File: config.mk
export PLATFORM = sky130hd
export DESIGN_NAME = triangle_column_span
export DESIGN_NICKNAME = d
export VERILOG_FILES = /design/src/design/tcs_pkg.sv /design/src/design/tcs_setup.sv /design/src/design/tcs_div.sv /design/src/design/tcs_span.sv /design/src/design/triangle_column_span.sv
export SDC_FILE = /design/constraint.sdc
export NUM_CORES = 2
export LEC_CHECK = 0
export ABC_AREA = 1
export BUFFER_PORTS_ARGS = -buffer_cell sky130_fd_sc_hd__buf_4
export CAP_MARGIN = 15
export CORE_AREA = 2 2 490 492
export DETAILED_ROUTE_END_ITERATION = 7
export DIE_AREA = 0 0 492 494
export HOLD_SLACK_MARGIN = 0.03
export PLACE_DENSITY_LB_ADDON = 0.15
export SLEW_MARGIN = 20
export SYNTH_ARGS = -nofsm -noshare
export SYNTH_HDL_FRONTEND = slang
export SYNTH_SLANG_ARGS = --single-unit
File: constraint.sdc
create_clock -name clk -period 8.05 [get_ports clk]
set_input_delay 0.4025 -clock clk [delete_from_list [all_inputs] [get_ports clk]]
set_output_delay 0.4025 -clock clk [all_outputs]
set_load 0.01 [all_outputs]
File: src/design/tcs_pkg.sv
package tcs_pkg;

	localparam int COORD_BITS = 12;
	localparam int NUM_BITS = 2 * COORD_BITS + 3;
	localparam int LANES = 2;

	typedef logic signed [COORD_BITS-1:0] coord_t;

	typedef struct packed {
		coord_t first_x;
		coord_t first_y;
		coord_t second_x;
		coord_t second_y;
		coord_t third_x;
		coord_t third_y;
		coord_t column;
	} in_t;

	typedef struct packed {
		coord_t                  span_start;
		logic [COORD_BITS-1:0]   span_length;
	} out_t;

	// one edge on its way into the divider: |numerator|, divisor and sideband
	typedef struct packed {
		logic [NUM_BITS-1:0]     mag;
		logic [COORD_BITS-1:0]   dx;
		logic                    neg;
		logic                    zw;
		coord_t                  ys;
	} edge_req_t;

	typedef struct packed {
		edge_req_t [LANES-1:0]   lane;
		logic                    outside;
	} div_req_t;

	typedef struct packed {
		logic [COORD_BITS-1:0]   quo;
		logic                    neg;
		logic                    zw;
		coord_t                  ys;
	} edge_res_t;

	typedef struct packed {
		edge_res_t [LANES-1:0]   lane;
		logic                    outside;
	} div_res_t;

endpackage

File: src/design/tcs_setup.sv
module tcs_setup (
	input  logic              clk,
	input  logic              arst_n,
	input  logic              in_vld,
	output logic              in_rdy,
	input  tcs_pkg::in_t      in_data,
	output logic              out_vld,
	input  logic              out_rdy,
	output tcs_pkg::div_req_t out_data
);
	import tcs_pkg::*;

	localparam int DW  = COORD_BITS + 1;
	localparam int PW1 = 2 * COORD_BITS + 1;
	localparam int PW2 = 2 * COORD_BITS + 2;

	typedef struct packed {
		coord_t x;
		coord_t y;
	} vtx_t;

	typedef logic signed [DW-1:0] diff_t;

	logic [4:1] adv;
	logic       vld_s1, vld_s2, vld_s3, vld_s4;

	// stage 1: stable sort by x
	vtx_t   v0, v1, v2, tmp;
	vtx_t   a_s1, b_s1, c_s1;
	coord_t col_s1;

	// stage 2: edge selection
	coord_t xs [LANES];
	coord_t ys [LANES];
	coord_t xe [LANES];
	coord_t ye [LANES];
	diff_t  dx_c [LANES];
	diff_t  dx_s2 [LANES];
	diff_t  dy_s2 [LANES];
	diff_t  t_s2 [LANES];
	coord_t ys_s2 [LANES];
	logic   zw_s2 [LANES];
	logic   outside_s2;

	// stage 3: products
	logic signed [PW1-1:0]  p1_s3 [LANES];
	logic signed [PW2-1:0]  p2_s3 [LANES];
	logic [COORD_BITS-1:0]  dx_s3 [LANES];
	coord_t                 ys_s3 [LANES];
	logic                   zw_s3 [LANES];
	logic                   outside_s3;

	// stage 4: numerator magnitude
	logic signed [NUM_BITS-1:0] num [LANES];
	div_req_t                   req_s4;

	assign adv[4] = !vld_s4 || out_rdy;
	assign adv[3] = !vld_s3 || adv[4];
	assign adv[2] = !vld_s2 || adv[3];
	assign adv[1] = !vld_s1 || adv[2];
	assign in_rdy = adv[1];

	always_ff @(posedge clk or negedge arst_n) begin
		if (!arst_n) begin
			vld_s1 <= 1'b0;
			vld_s2 <= 1'b0;
			vld_s3 <= 1'b0;
			vld_s4 <= 1'b0;
		end else begin
			if (adv[1]) vld_s1 <= in_vld;
			if (adv[2]) vld_s2 <= vld_s1;
			if (adv[3]) vld_s3 <= vld_s2;
			if (adv[4]) vld_s4 <= vld_s3;
		end
	end

	always_comb begin
		tmp = '0;
		v0 = '{x: in_data.first_x, y: in_data.first_y};
		v1 = '{x: in_data.second_x, y: in_data.second_y};
		v2 = '{x: in_data.third_x, y: in_data.third_y};
		if ($signed(v0.x) > $signed(v1.x)) begin
			tmp = v0;
			v0 = v1;
			v1 = tmp;
		end
		if ($signed(v1.x) > $signed(v2.x)) begin
			tmp = v1;
			v1 = v2;
			v2 = tmp;
		end
		if ($signed(v0.x) > $signed(v1.x)) begin
			tmp = v0;
			v0 = v1;
			v1 = tmp;
		end
	end

	always_ff @(posedge clk) begin
		if (adv[1] && in_vld) begin
			a_s1   <= v0;
			b_s1   <= v1;
			c_s1   <= v2;
			col_s1 <= in_data.column;
		end
	end

	// lane 0 is edge AC, lane 1 is AB before B and BC from B on
	always_comb begin
		xs[0] = a_s1.x;
		ys[0] = a_s1.y;
		xe[0] = c_s1.x;
		ye[0] = c_s1.y;
		if ($signed(col_s1) < $signed(b_s1.x)) begin
			xs[1] = a_s1.x;
			ys[1] = a_s1.y;
			xe[1] = b_s1.x;
			ye[1] = b_s1.y;
		end else begin
			xs[1] = b_s1.x;
			ys[1] = b_s1.y;
			xe[1] = c_s1.x;
			ye[1] = c_s1.y;
		end
		for (int l = 0; l < LANES; l++) begin
			dx_c[l] = DW'($signed(xe[l])) - DW'($signed(xs[l]));
		end
	end

	always_ff @(posedge clk) begin
		if (adv[2] && vld_s1) begin
			for (int l = 0; l < LANES; l++) begin
				dx_s2[l] <= dx_c[l];
				dy_s2[l] <= DW'($signed(ye[l])) - DW'($signed(ys[l]));
				t_s2[l]  <= DW'($signed(col_s1)) - DW'($signed(xs[l]));
				ys_s2[l] <= ys[l];
				zw_s2[l] <= dx_c[l][DW-1] || (dx_c[l] == '0);
			end
			outside_s2 <= ($signed(col_s1) < $signed(a_s1.x)) ||
				($signed(col_s1) > $signed(c_s1.x));
		end
	end

	always_ff @(posedge clk) begin
		if (adv[3] && vld_s2) begin
			for (int l = 0; l < LANES; l++) begin
				p1_s3[l] <= PW1'(ys_s2[l]) * PW1'(dx_s2[l]);
				p2_s3[l] <= PW2'(dy_s2[l]) * PW2'(t_s2[l]);
				dx_s3[l] <= zw_s2[l] ? COORD_BITS'(1) : dx_s2[l][COORD_BITS-1:0];
				ys_s3[l] <= ys_s2[l];
				zw_s3[l] <= zw_s2[l];
			end
			outside_s3 <= outside_s2;
		end
	end

	always_comb begin
		for (int l = 0; l < LANES; l++) begin
			num[l] = NUM_BITS'(p1_s3[l]) + NUM_BITS'(p2_s3[l]);
		end
	end

	always_ff @(posedge clk) begin
		if (adv[4] && vld_s3) begin
			for (int l = 0; l < LANES; l++) begin
				req_s4.lane[l].mag <= num[l][NUM_BITS-1] ? NUM_BITS'(-num[l])
					: NUM_BITS'(num[l]);
				req_s4.lane[l].neg <= num[l][NUM_BITS-1];
				req_s4.lane[l].dx  <= dx_s3[l];
				req_s4.lane[l].zw  <= zw_s3[l];
				req_s4.lane[l].ys  <= ys_s3[l];
			end
			req_s4.outside <= outside_s3;
		end
	end

	assign out_vld  = vld_s4;
	assign out_data = req_s4;

endmodule

File: src/design/tcs_div.sv
module tcs_div (
	input  logic              clk,
	input  logic              arst_n,
	input  logic              in_vld,
	output logic              in_rdy,
	input  tcs_pkg::div_req_t in_data,
	output logic              out_vld,
	input  logic              out_rdy,
	output tcs_pkg::div_res_t out_data
);
	import tcs_pkg::*;

	localparam int STAGES = COORD_BITS;

	logic [STAGES:0]        adv;
	logic [STAGES-1:0]      vld_s;
	logic [STAGES-1:0]      vin;
	edge_req_t              lane_s [STAGES][LANES];
	edge_req_t              lane_in [STAGES][LANES];
	logic [COORD_BITS-1:0]  quo_s [STAGES][LANES];
	logic [COORD_BITS-1:0]  quo_in [STAGES][LANES];
	logic [STAGES-1:0]      outside_s;
	logic [STAGES-1:0]      outside_in;

	assign adv[STAGES] = out_rdy;
	assign in_rdy      = adv[0];

	genvar i, l;
	for (i = 0; i < STAGES; i++) begin : g_stage
		localparam int K = STAGES - 1 - i;

		assign adv[i] = !vld_s[i] || adv[i+1];

		if (i == 0) begin : g_head
			assign vin[i]        = in_vld;
			assign outside_in[i] = in_data.outside;
			for (l = 0; l < LANES; l++) begin : g_src
				assign lane_in[i][l] = in_data.lane[l];
				assign quo_in[i][l]  = '0;
			end
		end else begin : g_body
			assign vin[i]        = vld_s[i-1];
			assign outside_in[i] = outside_s[i-1];
			for (l = 0; l < LANES; l++) begin : g_src
				assign lane_in[i][l] = lane_s[i-1][l];
				assign quo_in[i][l]  = quo_s[i-1][l];
			end
		end

		always_ff @(posedge clk or negedge arst_n) begin
			if (!arst_n) begin
				vld_s[i] <= 1'b0;
			end else if (adv[i]) begin
				vld_s[i] <= vin[i];
			end
		end

		always_ff @(posedge clk) begin
			if (adv[i] && vin[i]) begin
				outside_s[i] <= outside_in[i];
			end
		end

		for (l = 0; l < LANES; l++) begin : g_lane
			logic [NUM_BITS-1:0] trial;
			logic                take;

			assign trial = NUM_BITS'(lane_in[i][l].dx) << K;
			assign take  = lane_in[i][l].mag >= trial;

			always_ff @(posedge clk) begin
				if (adv[i] && vin[i]) begin
					lane_s[i][l].mag <= take ? lane_in[i][l].mag - trial
						: lane_in[i][l].mag;
					lane_s[i][l].dx  <= lane_in[i][l].dx;
					lane_s[i][l].neg <= lane_in[i][l].neg;
					lane_s[i][l].zw  <= lane_in[i][l].zw;
					lane_s[i][l].ys  <= lane_in[i][l].ys;
					quo_s[i][l]      <= {quo_in[i][l][COORD_BITS-2:0], take};
				end
			end

			assign out_data.lane[l].quo = quo_s[STAGES-1][l];
			assign out_data.lane[l].neg = lane_s[STAGES-1][l].neg;
			assign out_data.lane[l].zw  = lane_s[STAGES-1][l].zw;
			assign out_data.lane[l].ys  = lane_s[STAGES-1][l].ys;
		end
	end

	assign out_data.outside = outside_s[STAGES-1];
	assign out_vld          = vld_s[STAGES-1];

endmodule

File: src/design/tcs_span.sv
module tcs_span (
	input  logic              clk,
	input  logic              arst_n,
	input  logic              in_vld,
	output logic              in_rdy,
	input  tcs_pkg::div_res_t in_data,
	output logic              out_vld,
	input  logic              out_rdy,
	output tcs_pkg::out_t     out_data
);
	import tcs_pkg::*;

	localparam int EW = COORD_BITS + 1;

	logic signed [EW-1:0] ev [LANES];
	logic signed [EW-1:0] mag;
	logic signed [EW-1:0] lo;
	logic signed [EW:0]   gap;
	logic                 vld_q;
	out_t                 span_q;

	always_comb begin
		for (int l = 0; l < LANES; l++) begin
			mag = $signed({1'b0, in_data.lane[l].quo});
			if (in_data.lane[l].zw) begin
				ev[l] = EW'(in_data.lane[l].ys);
			end else if (in_data.lane[l].neg) begin
				ev[l] = -mag;
			end else begin
				ev[l] = mag;
			end
		end
		lo  = (ev[0] < ev[1]) ? ev[0] : ev[1];
		gap = (ev[0] < ev[1]) ? (EW+1)'(ev[1]) - (EW+1)'(ev[0])
			: (EW+1)'(ev[0]) - (EW+1)'(ev[1]);
	end

	assign in_rdy = !vld_q || out_rdy;

	always_ff @(posedge clk or negedge arst_n) begin
		if (!arst_n) begin
			vld_q <= 1'b0;
		end else if (in_rdy) begin
			vld_q <= in_vld;
		end
	end

	always_ff @(posedge clk) begin
		if (in_rdy && in_vld) begin
			if (in_data.outside) begin
				span_q <= '0;
			end else begin
				span_q.span_start  <= lo[COORD_BITS-1:0];
				span_q.span_length <= gap[COORD_BITS-1:0];
			end
		end
	end

	assign out_vld  = vld_q;
	assign out_data = span_q;

endmodule

File: src/design/triangle_column_span.sv
// triangle_column_span
// Returns the filled y span of one screen column of a triangle.
// query channel: three vertices and a column, one transaction per triangle
//   column; the vertices are sorted by x internally, ties keep input order.
// span channel: span_start (lowest filled y) and span_length (pixels,
//   upper edge excluded); both zero when the column lies outside the
//   triangle's x range.
// Query to span: sort, edge setup, multiply, numerator, then the divider stages
//   that resolve the quotients of both edges MSB first, then the output register.
// Throughput: one transaction per cycle unless a low span_ready has filled
//   the pipeline; the two restoring dividers are fully pipelined, one stage
//   per quotient bit.
// Every stage holds its own valid bit and moves whenever it is empty or the
//   next stage moves, so bubbles collapse and query_ready stays high while
//   the pipeline has a free slot even if span_ready is low.
// When span_ready is low the output holds its transaction unchanged and the
//   pipeline fills up behind it; nothing is dropped or repeated.
// Reset (arst_n low) empties the pipeline; no state survives between items.
module triangle_column_span (
	input  logic           clk,
	input  logic           arst_n,
	input  logic           query_valid,
	output logic           query_ready,
	input  tcs_pkg::in_t   query,
	output logic           span_valid,
	input  logic           span_ready,
	output tcs_pkg::out_t  span
);
	import tcs_pkg::*;

	logic     req_vld, req_rdy;
	div_req_t req;
	logic     res_vld, res_rdy;
	div_res_t res;

	tcs_setup u_setup (
		.clk      (clk),
		.arst_n   (arst_n),
		.in_vld   (query_valid),
		.in_rdy   (query_ready),
		.in_data  (query),
		.out_vld  (req_vld),
		.out_rdy  (req_rdy),
		.out_data (req)
	);

	tcs_div u_div (
		.clk      (clk),
		.arst_n   (arst_n),
		.in_vld   (req_vld),
		.in_rdy   (req_rdy),
		.in_data  (req),
		.out_vld  (res_vld),
		.out_rdy  (res_rdy),
		.out_data (res)
	);

	tcs_span u_span (
		.clk      (clk),
		.arst_n   (arst_n),
		.in_vld   (res_vld),
		.in_rdy   (res_rdy),
		.in_data  (res),
		.out_vld  (span_valid),
		.out_rdy  (span_ready),
		.out_data (span)
	);

endmodule

# [Word level (Yosys, flattened, before mapping)]
# Memory sizes are Yosys's and may differ from the RTL's. A register that Yosys moved wholly into a read port is not among the register bits.
# Cells that the tools add are included.
[word_totals] reg_bits=196 latch_bits=0 mem_bits_rw=1816 rom_bits=0 inputBits=88 output_inout_bits=26 word_cells=260 memories=12
[mem_list] memory="u_div.lane_s" words=12 word_bits=106 rd=12 rd_ports_with_merged_regs=0 wr=12 line="tcs_div.sv:18" rtl="edge_req_t lane_s [STAGES][LANES];"
[mem_list] memory="u_div.quo_s" words=12 word_bits=24 rd=12 rd_ports_with_merged_regs=0 wr=12 line="tcs_div.sv:20" rtl="logic [COORD_BITS-1:0] quo_s [STAGES][LANES];"
[mem_list] memory="u_setup.p2_s3" words=2 word_bits=26 rd=2 rd_ports_with_merged_regs=0 wr=2 line="tcs_setup.sv:47" rtl="logic signed [PW2-1:0] p2_s3 [LANES];"
[mem_list] memory="u_setup.p1_s3" words=2 word_bits=25 rd=2 rd_ports_with_merged_regs=0 wr=2 line="tcs_setup.sv:46" rtl="logic signed [PW1-1:0] p1_s3 [LANES];"
[mem_list] memory="u_setup.dx_s2" words=2 word_bits=13 rd=2 rd_ports_with_merged_regs=0 wr=2 line="tcs_setup.sv:38" rtl="diff_t dx_s2 [LANES];"
[mem_list] memory="u_setup.dy_s2" words=2 word_bits=13 rd=2 rd_ports_with_merged_regs=0 wr=2 line="tcs_setup.sv:39" rtl="diff_t dy_s2 [LANES];"
[mem_list] memory="6 more memories"
[classes] addsub=38 multipliers=4 div=0 n_lt_le_gt_ge=31 eq_ne=0 shifts=0 mux=72 bitwise_logic=0 n_reduce_logical=56
[op_table] cell="2-to-1 mux 27 bit" count=24
[op_table] cell="2-to-1 mux 24 bit" count=6
[op_table] cell="2-to-1 mux 12 bit" count=8
[op_table] cell="subtractor 12 x 12 -> 13 bit" count=6
[op_table] cell="adder 25 x 26 -> 27 bit" count=2
[op_table] cell="greater-or-equal comparator 27 x 12 -> 1 bit" count=2
[op_table] cell="greater-or-equal comparator 27 x 13 -> 1 bit" count=2
[op_table] cell="greater-or-equal comparator 27 x 14 -> 1 bit" count=2
[op_table] cell="greater-or-equal comparator 27 x 15 -> 1 bit" count=2
[op_table] cell="greater-or-equal comparator 27 x 16 -> 1 bit" count=2
[op_table] cell="greater-or-equal comparator 27 x 17 -> 1 bit" count=2
[op_table] cell="greater-or-equal comparator 27 x 18 -> 1 bit" count=2
[op_table] cell="greater-or-equal comparator 27 x 19 -> 1 bit" count=2
[op_table] cell="greater-or-equal comparator 27 x 20 -> 1 bit" count=2
[op_table] cell="greater-or-equal comparator 27 x 21 -> 1 bit" count=2
[op_table] cell="greater-or-equal comparator 27 x 22 -> 1 bit" count=2
[op_table] cell="greater-or-equal comparator 27 x 23 -> 1 bit" count=2
[op_table] cell="negator 27 bit" count=2
[op_table] cell="subtractor 27 x 12 -> 27 bit" count=2
[op_table] cell="subtractor 27 x 13 -> 27 bit" count=2
[op_table] cell="subtractor 27 x 14 -> 27 bit" count=2
[op_table] cell="subtractor 27 x 15 -> 27 bit" count=2
[op_table] cell="subtractor 27 x 16 -> 27 bit" count=2
[op_table] cell="subtractor 27 x 17 -> 27 bit" count=2
[op_table] cell="20 further kinds" count=117

# [Depth between registers and ports, before layout]
[logic_depth] word_depth=20 depth_mapped=36 ltp_nobuf=33

# [Cells and area by module]
# From an unflattened synthesis, not the netlist that was laid out.
[unflattened] hier_cells=13364 hier_area_um2=123211.9
[modules_own_cells] mod="tcs_div" n_inst=1 cells_each=7094 area_per_inst_um2=69608.0 seq_area_each_um2=41199.5
[modules_own_cells] mod="tcs_setup" n_inst=1 cells_each=5711 area_per_inst_um2=50136.8 seq_area_each_um2=13583.0
[modules_own_cells] mod="tcs_span" n_inst=1 cells_each=559 area_per_inst_um2=3467.1 seq_area_each_um2=745.7

# [Least setup slack after synthesis]
# No wires, ideal clock.
[synth_path] kind="reg-to-reg" from="reg u_span.vld_q, in the netlist u_span.out_vld" to="mem u_div.lane_s[2][0] (netlist name), enable pin" setup_time_ns=0.651 arrival_ns=6.702 required_ns=7.399 setup_slack_ns=0.697 path_stages_with_launch=6 path_buffers=0 synth_period_minus_slack_ns=7.353 path_cell_list="dfrtp_1 > nand2_1 > nor2_2 > nand2_2 > nor2_4 > a21oi_1"
[synth_lines] element="from (decl)" line="tcs_span.sv:19" rtl="logic vld_q;"
[synth_lines] element="from (signal assigned)" line="tcs_span.sv:44" rtl="vld_q <= in_vld;"
[synth_lines] element="to (decl)" line="tcs_div.sv:18"

==> flow_metrics.py <==
metrics = {
    "synth": {
        "synth_seq_cells": 1852,
        "seq_area_frac_synth_pct": 46.90,
        "async_reset_ff_share_pct": 0.9179,
        "syn-num-nets": 13460,
        "syn_area_per_cell_um2": 9.884,
        "synth_edf_count": 1835,
        "synthCells": 11980,
        "synth_area_um2": 118400,
        "synth_cell_types": 79,
        "synth_warnings": 52,
        "ys.flop_type": "edfxtp_1",
    },
    "detailed_routing": {
        "ant_nets": 0,
        "vias_per_cell": 5.224,
        "routed_wl_mm": 292.4,
        "dr.pass1.iters": 6,
        "drt_iter0_drc": 5042,
        "dr_total_vias": 81400,
        "drc_errors": 0,
        "wl_per_cell_um": 18.77,
    },
    "timing": {
        "slew_violations": 0,
        "worstMarginPinSlew_ps": 1192,
        "relSlewSlack_pct": 19.69,
        "fin_crit_sh_pct": 92.15,
        "fin_crit_ps": 7418,
        "rsz0062_at_grt": "no",
        "final-hold-violation-count": 0,
        "timing.fmax_mhz": 134.8,
        "finalSetupTns_ps": 0,
        "clock_skew_ps": 87.74,
        "finalSetupViolCount": 0,
    },
    "clock_network": {
        "clockRootBuffer": "clkbuf_16",
        "clk_pin_slew_ps": 60,
        "cts_max_level": 4,
        "cts_tree": "built",
        "ctsLongestPathBuffers": 3,
        "clkSinkCount": 1852,
        "cts_buffers": 200,
        "clk_latency_ps": 900,
    },
    "min_path": {
        "hp-class": "in2reg",
    },
    "floorplan": {
        "core_um2": 237400,
        "die_area_um2": 243000,
        "fp.dieW_um": 492,
        "start_util_pct": 49.87,
        "rows": 179,
        "num_io_pins": 114,
        "die_h_um": 494,
    },
    "global_routing": {
        "antenna_found_initial": 8,
        "grt_pass1_vias": 83550,
        "grt-ovfl-total": 0,
        "grt_max_degree": 128,
        "grt_pass1_wl_mm": 464.1,
        "grt_usage_pct": 24.30,
    },
    "flow_run": {
        "maxCapViolCount": 0,
    },
    "worst_setup_path": {
        "arrival_ps": 8170,
        "cp.required_ps": 8810,
        "critPathLaunchType": "input pin",
        "critical_path.slowest_cell": "dlygate4sd3_1",
        "cpPeakStageDelay_ps": 600,
        "path_class": "in2reg",
        "cp_max_fo": 48,
        "crit_top_cell": "nand2_1",
        "crit_path_end_kind": "flop",
    },
    "final_layout": {
        "drive_gt1_share_pct": 6.006,
        "syn_to_final_growth_pct": 10.42,
        "fin_nets": 13720,
    },
    "status": {
        "outcome": "complete, no violations",
    },
    "place": {
        "dp_hpwl_mm": 232.9,
        "io_buffers": 113,
        "gp_congestion": 0.9766,
    },
}
## cell type report
class                           instances  area (um2)
Multi-Input combinational cell       7688       53660
Antenna cell                            9       22.52
Fill cell                           21010      106700
Timing Repair Buffer                  278        2447
Sequential cell                      1852       55530
Clock buffer                          238        5167
Inverter                             2216        8344
Clock inverter                        133        1617
Tap cell                             3167        3963
## metal layers
| metal | vias to the layer above | global-route usage, % | wire [um] |
|---|---|---|---|
| met5 | - | 0 | 0 |
| met3 | 530 | 2.486 | 11070 |
| met1 | 39170 | 30.61 | 122500 |
| li1 | 39880 | - | - |
| met4 | 0 | 8.431 | 10260 |
| met2 | 1813 | 43.52 | 148600 |
## flip-flops by register name, indices dropped and copies added (netlist names), 26 cells and up
register and cells:
u_setup.t_s2 26, u_div.lane_s 1194, u_setup.dy_s2 26, u_setup.p2_s3 52, u_setup.p1_s3 50, u_setup.dx_s2 26, u_setup.out_data 107, u_div.quo_s 156
## path summary, 6_finish.rpt
kind	startpoint	endpoint	slack, ps	cells after the start
min in group asynchronous	arst_n	u_div.vin[1]	530	4
worst min-delay path	query[31]	u_setup.c_s1[19]	100	3
worst max-delay path	query[59]	u_setup.b_s1[1]	630	37
worst min register to register	u_setup.ys_s3[0][4]	u_setup.out_data[5]	370	0
max in group asynchronous	arst_n	u_setup.vld_s2	7340	4
worst max register to register	u_setup.dy_s2[0][20]	u_setup.p2_s3[0][49]	1920	20
## worst max-delay path: cells and delay by family
kind	cells	cell delay [ps]
AOI/OAI and AO/OA	6	1020
xor gates and xnor gates	2	380
buffers and inverters	10	3120
adders and majority gates	3	1010
and+or+nand+nor	16	2190
## cells in the final DEF, fill, tap and decap left out, drive strengths merged, types with 238 or more instances in the layout
| cell type | count |
|---|---|
| clkbuf | 238 |
| fa | 652 |
| nand2 | 2463 |
| xor2 | 320 |
| a21oi | 619 |
| inv | 2225 |
| nor2 | 773 |
| o21ai | 651 |
| edfxtp | 1835 |
| ha | 740 |
| nand3 | 439 |
## cell usage after synthesis, types with 25 or more instances
cell type  number  area share (%)
a21oi_1       607             2.6
a31oi_1        53            0.28
buf_2          49            0.21
clkbuf_1      147            0.47
edfxtp_1     1835              47
fa_1          652              11
ha_1          740             7.8
inv_1        2191             6.9
inv_2          25           0.079
nand2_1      2437             7.7
nand2_2        26            0.14
nand3_1       421             1.8
nand3b_1       27            0.17
nand4_1       134            0.71
nor2_1        739             2.3
nor2_2         27            0.14
nor3_1        137            0.58
nor4_1         65            0.34
o211ai_1       42            0.27
o21ai_0       564             2.4
o21ai_1        76            0.32
o21bai_1       30            0.19
or2_2         119            0.63
xnor2_1       233             1.7
xor2_1        319             2.4
## cells by family after synthesis
| family | Yosys count | synth area share [%] |
|---|---|---|
| flip-flops | 1852 | 46.90 |
| XOR/XNOR | 554 | 4.111 |
| AND/OR/NAND/NOR | 4201 | 15.06 |
| AO/OA/AOI/OAI | 1540 | 7.198 |
| adder cells (fa/ha/maj) | 1392 | 18.84 |
| multiplexers | 1 | 0.009510 |
| buffers and inverters | 2439 | 7.875 |
## through the flow
step	util [%]	instance area [um2]	hold WS (ps)	instances	worst slack, ps
detailed placement	51.69	122700	339.0	15080	969.6
global placement	51.69	122700	336.7	15080	1115
finish	55.07	130700	100.7	15580	631.7
CTS	55.06	130700	34.33	15570	359.3
global route	55.07	130700	94.24	15580	12.71
floorplan	-	118400	106.9	11980	697.2
## repair_timing
item / 4_1_cts / 5_1_grt
gates resized for setup: 0 / 2
setup buffers: 0 / 0
hold endpoints to repair: 103 / 0
hold buffers: 120 / 0
endpoints found under the setup margin: 0 / 16
Power is not shown: default switching activity piles up to over one toggle a cycle in this logic, so the estimate is an artifact.
